File: config.mk
export PLATFORM = sky130hd
export DESIGN_NAME = nec_ir_frame_decoder
export DESIGN_NICKNAME = d
export VERILOG_FILES = /design/src/nec_pkg.sv /design/src/nec_ir_frame_decoder.sv
export SDC_FILE = /design/constraint.sdc
export NUM_CORES = 1
export LEC_CHECK = 0
export ABC_AREA = 1
export BUFFER_PORTS_ARGS = -buffer_cell sky130_fd_sc_hd__buf_2
export CAP_MARGIN = 30
export CORE_MARGIN = 2
export CORE_UTILIZATION = 30
export DETAILED_ROUTE_END_ITERATION = 12
export GPL_ROUTABILITY_DRIVEN = 0
export SYNTH_ARGS = -nofsm -noshare
export SYNTH_HDL_FRONTEND = slang
export SYNTH_SLANG_ARGS = --single-unit
File: constraint.sdc
create_clock -name clk -period 5.9 [get_ports clk]
set_input_delay 0.885 -clock clk [delete_from_list [all_inputs] [get_ports clk]]
set_output_delay 0.885 -clock clk [all_outputs]
set_load 0.005 [all_outputs]
File: src/nec_pkg.sv
// Shared types and constants for the NEC infrared frame decoder.
package nec_pkg;

	typedef enum logic [2:0] {
		PH_IDLE   = 3'd0,
		PH_LEADER = 3'd1,
		PH_CODE   = 3'd2,
		PH_REP1   = 3'd3,
		PH_REP2   = 3'd4
	} phase_t;

	typedef enum logic [2:0] {
		REG_ADDRESS_A     = 3'd0,
		REG_ADDRESS_B     = 3'd1,
		REG_CHANNEL_MASK  = 3'd2,
		REG_GLITCH_FILTER = 3'd3,
		REG_TIMEOUT_TICKS = 3'd4,
		REG_REPEAT_DELAY  = 3'd5
	} reg_index_t;

	localparam logic [15:0] ADDRESS_A_RESET     = 16'd31879;
	localparam logic [15:0] ADDRESS_B_RESET     = 16'd3974;
	localparam logic [7:0]  CHANNEL_MASK_RESET  = 8'hFF;
	localparam logic        GLITCH_FILTER_RESET = 1'b1;
	localparam logic [7:0]  TIMEOUT_TICKS_RESET = 8'd130;
	localparam logic [2:0]  REPEAT_DELAY_RESET  = 3'd5;

	localparam logic [15:0] LEADER_ABOVE  = 16'd124;
	localparam logic [15:0] LEADER_BELOW  = 16'd149;
	localparam logic [15:0] BIT_ABOVE     = 16'd8;
	localparam logic [15:0] BIT_BELOW     = 16'd30;
	localparam logic [15:0] BIT_ONE_MIN   = 16'd17;
	localparam logic [15:0] REPEAT_MIN    = 16'd100;
	localparam logic [15:0] REPEAT_MAX    = 16'd130;
	localparam logic [15:0] GLITCH_MAX    = 16'd1;
	localparam logic [5:0]  FRAME_BITS    = 6'd32;

	localparam logic [7:0] CMD_REP_0 = 8'h88;
	localparam logic [7:0] CMD_REP_1 = 8'h8C;
	localparam logic [7:0] CMD_REP_2 = 8'h29;
	localparam logic [7:0] CMD_REP_3 = 8'h2A;

	function automatic logic is_repeatable(input logic [7:0] cmd);
		return (cmd == CMD_REP_0) || (cmd == CMD_REP_1) ||
			(cmd == CMD_REP_2) || (cmd == CMD_REP_3);
	endfunction

endpackage

File: src/nec_ir_frame_decoder.sv
// Throughput: one input transaction per cycle, unless a pending result is held by a low m_tready.
// The decoder state is updated combinationally between an input register and a result register.
// Reset (arst_n low, asynchronous) clears the pipeline valid flags and decoder state and
// loads the configuration registers with their reset values.
// Top level of the NEC infrared frame decoder.
module nec_ir_frame_decoder (
	input  logic        clk,
	input  logic        arst_n,
	input  logic        s_tvalid,
	output logic        s_tready,
	input  logic [15:0] s_tdata,   // [15:0] interval
	input  logic        s_tuser,   // [0] func
	output logic        m_tvalid,
	input  logic        m_tready,
	output logic [7:0]  m_tdata,   // [7:0] command
	output logic        m_tuser,   // [0] repeated
	input  logic        cfg_we,
	input  logic [2:0]  cfg_index,
	input  logic [15:0] cfg_wdata
);

	logic [15:0] address_a_q;
	logic [15:0] address_b_q;
	logic [7:0]  channel_mask_q;
	logic        glitch_filter_q;
	logic [7:0]  timeout_ticks_q;
	logic [2:0]  repeat_delay_q;

	logic        valid_s1;
	logic        func_s1;
	logic [15:0] interval_s1;

	logic        out_valid_q;
	logic [7:0]  out_command_q;
	logic        out_repeated_q;

	nec_pkg::phase_t phase_q, phase_d;
	logic [31:0] shift_word_q, shift_word_d;
	logic [5:0]  bit_count_q, bit_count_d;
	logic [7:0]  repeat_command_q, repeat_command_d;
	logic [2:0]  repeat_left_q, repeat_left_d;
	logic [7:0]  quiet_ticks_q, quiet_ticks_d;

	logic        emit;
	logic [7:0]  emit_command;
	logic        emit_repeated;

	logic        advance;
	logic        bit_ok;
	logic [5:0]  bit_count_inc;
	logic [31:0] shift_word_inc;
	logic [7:0]  quiet_inc;
	logic        frame_ok;
	logic        edge_kept;

	assign advance  = !out_valid_q || m_tready;
	assign s_tready = !valid_s1 || advance;

	always_ff @(posedge clk or negedge arst_n) begin
		if (!arst_n) begin
			address_a_q     <= nec_pkg::ADDRESS_A_RESET;
			address_b_q     <= nec_pkg::ADDRESS_B_RESET;
			channel_mask_q  <= nec_pkg::CHANNEL_MASK_RESET;
			glitch_filter_q <= nec_pkg::GLITCH_FILTER_RESET;
			timeout_ticks_q <= nec_pkg::TIMEOUT_TICKS_RESET;
			repeat_delay_q  <= nec_pkg::REPEAT_DELAY_RESET;
		end else if (cfg_we) begin
			unique case (cfg_index)
				nec_pkg::REG_ADDRESS_A:     address_a_q     <= cfg_wdata;
				nec_pkg::REG_ADDRESS_B:     address_b_q     <= cfg_wdata;
				nec_pkg::REG_CHANNEL_MASK:  channel_mask_q  <= cfg_wdata[7:0];
				nec_pkg::REG_GLITCH_FILTER: glitch_filter_q <= cfg_wdata[0];
				nec_pkg::REG_TIMEOUT_TICKS: timeout_ticks_q <= cfg_wdata[7:0];
				nec_pkg::REG_REPEAT_DELAY:  repeat_delay_q  <= cfg_wdata[2:0];
				default: ;
			endcase
		end
	end

	always_ff @(posedge clk or negedge arst_n) begin
		if (!arst_n) begin
			valid_s1 <= 1'b0;
		end else if (s_tready) begin
			valid_s1 <= s_tvalid;
		end
	end

	always_ff @(posedge clk) begin
		if (s_tready && s_tvalid) begin
			func_s1     <= s_tuser;
			interval_s1 <= s_tdata;
		end
	end

	assign bit_ok = (interval_s1 < nec_pkg::BIT_BELOW) && (interval_s1 > nec_pkg::BIT_ABOVE);
	assign bit_count_inc = bit_ok ? bit_count_q + 6'd1 : bit_count_q;
	assign shift_word_inc = bit_ok ?
		{(interval_s1 >= nec_pkg::BIT_ONE_MIN), shift_word_q[31:1]} : shift_word_q;
	assign frame_ok = ((shift_word_inc[15:0] == address_a_q) ||
		(shift_word_inc[15:0] == address_b_q)) &&
		((shift_word_inc[31:24] ^ channel_mask_q) == shift_word_inc[23:16]);
	assign quiet_inc = quiet_ticks_q + 8'd1;
	assign edge_kept = !(glitch_filter_q && (interval_s1 <= nec_pkg::GLITCH_MAX));

	always_comb begin
		phase_d          = phase_q;
		shift_word_d     = shift_word_q;
		bit_count_d      = bit_count_q;
		repeat_command_d = repeat_command_q;
		repeat_left_d    = repeat_left_q;
		quiet_ticks_d    = quiet_ticks_q;
		if (func_s1) begin
			if (quiet_inc >= timeout_ticks_q) begin
				phase_d          = nec_pkg::PH_IDLE;
				shift_word_d     = '0;
				bit_count_d      = '0;
				repeat_command_d = '0;
				repeat_left_d    = '0;
				quiet_ticks_d    = '0;
			end else begin
				quiet_ticks_d = quiet_inc;
			end
		end else if (edge_kept) begin
			quiet_ticks_d = '0;
			unique case (phase_q)
				nec_pkg::PH_IDLE: begin
					phase_d = nec_pkg::PH_LEADER;
				end
				nec_pkg::PH_LEADER: begin
					if ((interval_s1 < nec_pkg::LEADER_BELOW) &&
						(interval_s1 > nec_pkg::LEADER_ABOVE)) begin
						shift_word_d = '0;
						bit_count_d  = '0;
						phase_d      = nec_pkg::PH_CODE;
					end else begin
						phase_d = nec_pkg::PH_IDLE;
					end
				end
				nec_pkg::PH_CODE: begin
					bit_count_d  = bit_count_inc;
					shift_word_d = shift_word_inc;
					if (bit_count_inc == nec_pkg::FRAME_BITS) begin
						if (frame_ok) begin
							bit_count_d  = '0;
							shift_word_d = '0;
							phase_d      = nec_pkg::PH_REP1;
							if (nec_pkg::is_repeatable(shift_word_inc[23:16])) begin
								repeat_left_d    = repeat_delay_q;
								repeat_command_d = shift_word_inc[23:16];
							end else begin
								repeat_left_d    = '0;
								repeat_command_d = '0;
							end
						end else begin
							phase_d = nec_pkg::PH_IDLE;
						end
					end
				end
				nec_pkg::PH_REP1: begin
					phase_d = nec_pkg::PH_REP2;
				end
				nec_pkg::PH_REP2: begin
					if ((interval_s1 <= nec_pkg::REPEAT_MAX) &&
						(interval_s1 >= nec_pkg::REPEAT_MIN)) begin
						if (repeat_command_q != '0) begin
							phase_d = nec_pkg::PH_REP1;
							if (repeat_left_q != '0) begin
								repeat_left_d = repeat_left_q - 3'd1;
							end
						end else begin
							phase_d = nec_pkg::PH_IDLE;
						end
					end
				end
				default: begin
					phase_d = nec_pkg::PH_IDLE;
				end
			endcase
		end
	end

	always_comb begin
		emit          = 1'b0;
		emit_command  = shift_word_inc[23:16];
		emit_repeated = 1'b0;
		if (!func_s1 && edge_kept) begin
			unique case (phase_q)
				nec_pkg::PH_CODE: begin
					emit = (bit_count_inc == nec_pkg::FRAME_BITS) && frame_ok;
				end
				nec_pkg::PH_REP2: begin
					emit_command  = repeat_command_q;
					emit_repeated = 1'b1;
					emit = (interval_s1 <= nec_pkg::REPEAT_MAX) &&
						(interval_s1 >= nec_pkg::REPEAT_MIN) &&
						(repeat_command_q != '0) && (repeat_left_q == '0);
				end
				default: begin
					emit = 1'b0;
				end
			endcase
		end
	end

	always_ff @(posedge clk or negedge arst_n) begin
		if (!arst_n) begin
			phase_q          <= nec_pkg::PH_IDLE;
			shift_word_q     <= '0;
			bit_count_q      <= '0;
			repeat_command_q <= '0;
			repeat_left_q    <= '0;
			quiet_ticks_q    <= '0;
		end else if (valid_s1 && advance) begin
			phase_q          <= phase_d;
			shift_word_q     <= shift_word_d;
			bit_count_q      <= bit_count_d;
			repeat_command_q <= repeat_command_d;
			repeat_left_q    <= repeat_left_d;
			quiet_ticks_q    <= quiet_ticks_d;
		end
	end

	always_ff @(posedge clk or negedge arst_n) begin
		if (!arst_n) begin
			out_valid_q <= 1'b0;
		end else if (advance) begin
			out_valid_q <= valid_s1 && emit;
		end
	end

	always_ff @(posedge clk) begin
		if (advance && valid_s1 && emit) begin
			out_command_q  <= emit_command;
			out_repeated_q <= emit_repeated;
		end
	end

	assign m_tvalid = out_valid_q;
	assign m_tdata  = out_command_q;
	assign m_tuser  = out_repeated_q;

endmodule

==> qor.csv, run 1 <==
stage,metric,value,unit
sta,final clock skew,0.0132,ns
worst_setup_path,CP Max Fanout,32,
sta,Max Fclk,238,MHz
global_routing,initial antenna violation count,0,
sta,max-slew violations,0,
yosys,Synth area leaders,"dfrtp_1, nand2_1, edfxtp_1",
yosys,unique cell type count in the Yosys netlist,43,
finish,# nets final,1166,
floorplanning,DIE WIDTH,167,um
finish,"commonest non-fill, non-tap cell in the layout",nand2_1,
sta,final hold vios,0,
worst_setup_path,Crit. End Element,flip-flop,
routing,Post-Route WL,19.7,mm
worst_setup_path,Worst Path Required,6.17,ns
yosys,"Net Count, Synth",1121,
clocking,CTS tree,yes,
clocking,CTS buffer count,17,
sta,Tmin final,4.20,ns
routing,WL/cell,13.5,um
yosys,post-synthesis sequential area ratio,0.462,
yosys,#FFs+latches synth,140,
clocking,clk slew on worst S/H paths,0.06,ns
yosys,Mapped Area,0.00795,mm2
routing,DR vias/cell,4.80,
placed_design,port bufs,51,
yosys,top-area cell type share of the netlist area,0.268,
worst_setup_path,Crit path largest cell delay,0.50,ns
clocking,hold buffers post-CTS,0,
finish,most frequent cells in the layout,"nand2_1, inv_1, nand3_1",
worst_setup_path,arrival time at the worst endpoint,4.47,ns
routing,final antenna-violating net count,0,
routing,Residual DRC,0,
clocking,post-CTS sizing,0,
sta,Slew Limit Headroom,0.356,
global_routing,Tot GR Track Use,0.146,
pwr,Final Power,2700,uW
global_routing,largest net degree at the start of global routing,64,
pwr,VDD IR max,194,uV
yosys,commonest register cell after synthesis,dfrtp_1,
run_status,status,"finished, final reports clean",
global_routing,vias in the first global route,6621,
floorplanning,total core area,0.0261,mm2
run,total of max-cap violations,0,
global_routing,first-pass GRT wire length,33.2,mm
floorplanning,die area,0.0278,mm2
pwr,Leakage Power,0.00436,uW
floorplanning,die height,167,um
worst_setup_path,slowest CP cell,nand3_2,
floorplanning,Starting Density,0.305,
yosys,Avg Inst Size Synth,7.44,um2
clocking,# clock sinks,140,
finish,Layout area overhead,14.5,%
worst_setup_path,CP cell instances,"nor2_1, nand2_1, nor2_2, nand2_2, nor2_4, buf_4, nand2_2, o21ai_2, inv_1, nand2_1, nand2_1, nor2_1, nand2_1, nor2_4, nand3_2, nand2_2, o22ai_1",
clocking,# H-tree levels,4,
routing,Via Count,7018,
yosys,Synth warnings,0,
routing,initial DRC count,535,
clocking,clock root buffer,clkbuf_16,
sta,RSZ-0062 raised after global routing,false,
global_routing,Congestion Overflow GR,0,
yosys,"Async S/R FF share, synth",0.814,
floorplanning,number of core rows,59,
yosys,cell taking the most area after synthesis,dfrtp_1,
yosys,Cells after Synth,1068,
hold_path,Hold Path Class,reg -> reg,
placed_design,hpwl dp,14.0,mm
clocking,Max clock buf depth,2,
worst_setup_path,Startpoint Class,flip-flop,
clocking,Skew-Pair Late Insertion Delay,0.43,ns
routing,DR pass1 iterations,7,
finish,n_diodes,0,
clocking,setup bufs post-CTS,0,
finish,fraction of layout cells with a size suffix above 1,0.131,
sta,fin crit share,0.712,
floorplanning,IO Pins,52,
worst_setup_path,crit path kind,reg -> reg,
yosys,number of synthesized flops with an enable pin,26,
sta,worst-margin pin slew,0.963,ns
worst_setup_path,dominant cell type by count on the critical path,nand2_1,
sta,final setup fails,0,
sta,setup TNS,0,ns
pwr,power density cells,297,mW/mm2
-- sequential cells by signal, indices dropped and copies added (netlist names), 3 cells and up --
register and count:
m_tdata 8, repeat_left_q 3, interval_s1 16, address_b_q 16, address_a_q 16, quiet_ticks_q 8, channel_mask_q 8, repeat_command_q 8
bit_count_q 6, phase_q 3, repeat_delay_q 3, shift_word_q 32, timeout_ticks_q 8
-- path summary, 6_finish.rpt --
check                           slack [ns]                           end  depth (start not counted)                         start
min in group asynchronous             0.51    address_a_q[9]$_DFFE_PN0P_                          1                        arst_n
max in group asynchronous             4.11          valid_s1$_DFFE_PN0N_                          2                        arst_n
worst max register to register        1.70  shift_word_q[22]$_DFFE_PN0P_                         17     interval_s1[11]$_DFFE_PP_
worst max-delay path                  1.70  shift_word_q[22]$_DFFE_PN0P_                         17     interval_s1[11]$_DFFE_PP_
worst min register to register        0.47  repeat_left_q[1]$_DFFE_PN0P_                          2  repeat_left_q[1]$_DFFE_PN0P_
worst min-delay path                  0.47  repeat_left_q[1]$_DFFE_PN0P_                          2  repeat_left_q[1]$_DFFE_PN0P_
-- metal layers --
metal,vias to the layer above,global-route usage,part of all wire
li1,3556,-,-
met1,3247,0.207,0.49
met2,189,0.224,0.44
met3,26,0.0302,0.047
met4,0,0.0472,0.019
met5,-,0,0
-- Yosys cell counts, drive strengths merged, types with 10 or more instances --
| cell type | n |
|---|---|
| buf | 17 |
| clkbuf | 12 |
| dfrtp | 85 |
| dfstp | 29 |
| edfxtp | 26 |
| ha | 12 |
| inv | 160 |
| nand2 | 323 |
| nand3 | 141 |
| nor2 | 73 |
| o21ai | 112 |
| o22ai | 18 |
| xor2 | 10 |
-- kinds of logic (layout without fill, tap and decap cells) --
family | count (synthesis) | count (layout) | share of synthesized area
xor+xnor | 10 | 10 | 0.0110
fa+ha+maj | 12 | 12 | 0.0189
compound gates | 152 | 152 | 0.106
simple gates | 565 | 565 | 0.307
buf+inv | 189 | 247 | 0.0952
flops | 140 | 140 | 0.462
-- final cells by class --
class                      instances  area, um2
clock buffer                      18        429
clock inverter                    14        169
fill                            2743      17000
inverter                         160        601
multi-input combinational        739       3520
sequential                       140       3670
tap                              335        419
timing repair buffer              55        288
-- power by group --
part | leakage (uW) | total [uW] | switching, uW | internal, uW
Combinational | 0.00238 | 415 | 253 | 162
Clock | 0.000280 | 1090 | 427 | 665
Sequential | 0.00170 | 1190 | 82.7 | 1110
Total | 0.00436 | 2700 | 763 | 1940
-- critical path, delay by kind of cell (launching register included) --
family / cells / cell delay [ns]
AO/OA/AOI/OAI: 2 / 0.60
buffers and inverters: 2 / 0.51
flip-flops: 1 / 0.38
AND/OR/NAND/NOR: 13 / 2.53
-- stage by stage --
stage	util	std cells	hold slack (ns)	setup WS, ns	area, um2
after floorplan	-	1068	0.442	3.21	7950
after global placement	0.326	1429	0.460	1.79	8500
after detailed placement	0.326	1429	0.463	1.73	8500
after CTS	0.349	1461	0.477	1.70	9100
after global routing	0.349	1461	0.501	1.27	9100
final	0.349	1461	0.472	1.70	9100
No activity file was read; power rests on OpenSTA's default activity.
==> inputs of run 2 (changes only) <==
Clock period 5.9 ns to 3.7 ns, I/O delays scaled along.
==> run 2 against run 1 <==
  * Sequential cell count unchanged
  * Largest power group unchanged
  * Critical path depth is 3 higher
  * Highest routed layer unchanged
  * Clock skew increased by 0.0013 ns
==> qor.csv, run 2 (synthesis results as in run 1) <==
stage,metric,value,unit,change
finish,Filler cells,2728,,-0.55%
finish,Layout area overhead,15.8,%,
run,total of max-cap violations,0,,unchanged
routing,initial DRC count,472,,-12%
pwr,VDD IR max,361,uV,+86%
sta,fin crit share,0.882,,+0.170
pwr,Leakage Power,0.00443,uW,+1.6%
pwr,switching power,1220,uW,+60%
routing,Via Count,7002,,-0.23%
run_status,status,"finished, final reports clean",,
clocking,clk slew on worst S/H paths,0.06,ns,about the same
worst_setup_path,CP Max Fanout,21,,-34%
finish,Register Area,0.00367,mm2,unchanged
routing,final antenna-violating net count,0,,unchanged
routing,Post-Route WL,20.0,mm,+1.3%
global_routing,initial antenna violation count,0,,unchanged
placed_design,hpwl dp,14.2,mm,+1.5%
clocking,# H-tree levels,4,,unchanged
finish,"commonest non-fill, non-tap cell in the layout",nand2_1,,
routing,WL/cell,13.6,um,+0.55%
pwr,Switching Share,0.287,,+0.00411
floorplanning,number of core rows,59,,unchanged
global_routing,largest net degree at the start of global routing,59,,-7.8%
pwr,internal power,3040,uW,+57%
hold_path,Hold Path Class,in -> async,,
clocking,Skew-Pair Late Insertion Delay,0.43,ns,about the same
clocking,clock root buffer,clkbuf_16,,
clocking,setup bufs post-CTS,0,,unchanged
finish,fraction of layout cells with a size suffix above 1,0.139,,+0.00841
clocking,CTS buffer count,17,,unchanged
global_routing,first-pass GRT wire length,33.5,mm,+1.2%
finish,Final Core Density,0.353,,+0.00384
sta,RSZ-0062 raised after global routing,false,,
clocking,CTS tree,yes,,
floorplanning,total core area,0.0261,mm2,unchanged
pwr,Final Power,4250,uW,+58%
pwr,register share of total power,0.447,,+0.005
finish,area of the multi-input gates,0.00352,mm2,unchanged
pwr,power density cells,462,mW/mm2,+56%
finish,n_diodes,0,,unchanged
finish,max reg flops,32,,unchanged
clocking,Max clock buf depth,2,,unchanged
finish,most frequent cells in the layout,"nand2_1, inv_1, nand3_1",,
sta,final setup fails,0,,unchanged
floorplanning,DIE WIDTH,167,um,unchanged
worst_setup_path,arrival time at the worst endpoint,3.36,ns,-1.11 ns
floorplanning,IO Pins,52,,unchanged
clocking,# clock sinks,140,,unchanged
placed_design,port bufs,51,,unchanged
sta,worst-margin pin slew,0.988,ns,+0.0249 ns
worst_setup_path,Worst Path Required,3.79,ns,-2.38 ns
finish,# nets final,1177,,+0.94%
worst_setup_path,Startpoint Class,flip-flop,,
sta,max-slew violations,0,,unchanged
global_routing,Congestion Overflow GR,0,,unchanged
sta,final hold vios,0,,unchanged
floorplanning,die area,0.0278,mm2,unchanged
routing,DR pass1 iterations,7,,unchanged
floorplanning,die height,167,um,unchanged
finish,register with the most flip-flops,shift_word_q,,
routing,Residual DRC,0,,unchanged
routing,DR vias/cell,4.76,,-0.97%
worst_setup_path,Crit. End Element,flip-flop,,
sta,Slew Limit Headroom,0.340,,-0.0167
global_routing,vias in the first global route,6666,,+0.68%
global_routing,Tot GR Track Use,0.148,,+0.00216
floorplanning,Starting Density,0.305,,unchanged
sta,final clock skew,0.0146,ns,+0.00134 ns
worst_setup_path,crit path kind,reg -> reg,,
pwr,combinational share of power,0.161,,+0.007
sta,setup TNS,0,ns,unchanged
pwr,Clk pwr share,0.393,,-0.011
sta,Max Fclk,307,MHz,+29%
sta,Tmin final,3.26,ns,-0.939 ns
run 2: cell count changes in the layout (fill, tap and decap cells not counted), sizes merged:
cell      change
clkbuf        +4
inv           -2
clkinv        +3
clkinvlp      -3
bufinv        -2
buf          +11
run 2: worst paths after layout:
path | start | endpoint | slack (ns) | cells after the start
worst max-delay path | interval_s1[6]$_DFFE_PP_ | m_tdata[1]$_DFFE_PP_ | 0.44 | 20
worst min-delay path | arst_n | address_a_q[5]$_DFFE_PN0P_ | 0.20 | 1
worst max register to register | interval_s1[6]$_DFFE_PP_ | m_tdata[1]$_DFFE_PP_ | 0.44 | 20
worst min register to register | repeat_left_q[0]$_DFFE_PN0P_ | repeat_left_q[0]$_DFFE_PN0P_ | 0.48 | 2
max in group asynchronous | arst_n | repeat_delay_q[2]$_DFFE_PN1P_ | 2.67 | 2
min in group clk | s_tdata[3] | interval_s1[3]$_DFFE_PP_ | 0.30 | 1
run 2: layer usage:
layer / up-vias / part of all wire / global-route usage / routed length, um
met3: 21 / 0.039 / 0.0304 / 784
met5: - / 0 / 0 / 0
met2: 139 / 0.46 / 0.241 / 9170
li1: 3572 / - / - / -
met1: 3270 / 0.49 / 0.203 / 9800
met4: 0 / 0.011 / 0.0379 / 229
run 2: repair_timing:
action | in CTS | in global routing
resized for setup | 0 | 1
endpoints found under the setup margin | 0 | 9
hold buffers | 0 | 0
run 2: cell type report:
| type | count | share of cell area |
|---|---|---|
| Sequential cell | 140 | 0.399 |
| Tap cell | 335 | 0.0456 |
| Clock buffer | 22 | 0.0528 |
| Inverter | 160 | 0.0653 |
| Multi-Input combinational cell | 739 | 0.383 |
| Clock inverter | 10 | 0.00966 |
| Timing Repair Buffer | 66 | 0.0447 |
run 2: per-stage QoR:
step / hold WS [ns] / cells / instance area, um2 / worst slack (ns)
after detailed placement: 0.464 / 1440 / 8620 / 0.404
final: 0.203 / 1472 / 9200 / 0.437
after floorplan: 0.259 / 1068 / 7950 / 1.01
after global routing: 0.259 / 1472 / 9200 / 0.000335
after global placement: 0.460 / 1440 / 8620 / 0.463
after CTS: 0.230 / 1472 / 9200 / 0.367
run 2: worst max-delay path: stages, from the launching register on:
cell and delay, ns:
edfxtp_1 0.42, nor2_2 0.16, inv_2 0.08, nor2_4 0.11
inv_2 0.04, nor2_2 0.13, nand3_4 0.21, buf_12 0.24
nand2_1 0.10, nand2_1 0.10, nand2_1 0.07, nand2_1 0.04
nor2_1 0.15, nand2_1 0.08, nor2_1 0.13, nand2_1 0.07
nand2_1 0.20, nand4_1 0.12, nand2_1 0.09, nand2_1 0.08
inv_1 0.28
run 2: power groups by stage:
stage | sequential [uW] | clock (uW) | combinational (uW)
finish | 1900 | 1670 | 683
global route | 1930 | 1780 | 808
CTS | 1900 | 1710 | 692
detailed placement | 1920 | 0 | 687
global placement | 1920 | 0 | 678
floorplan | 1880 | 0 | 500
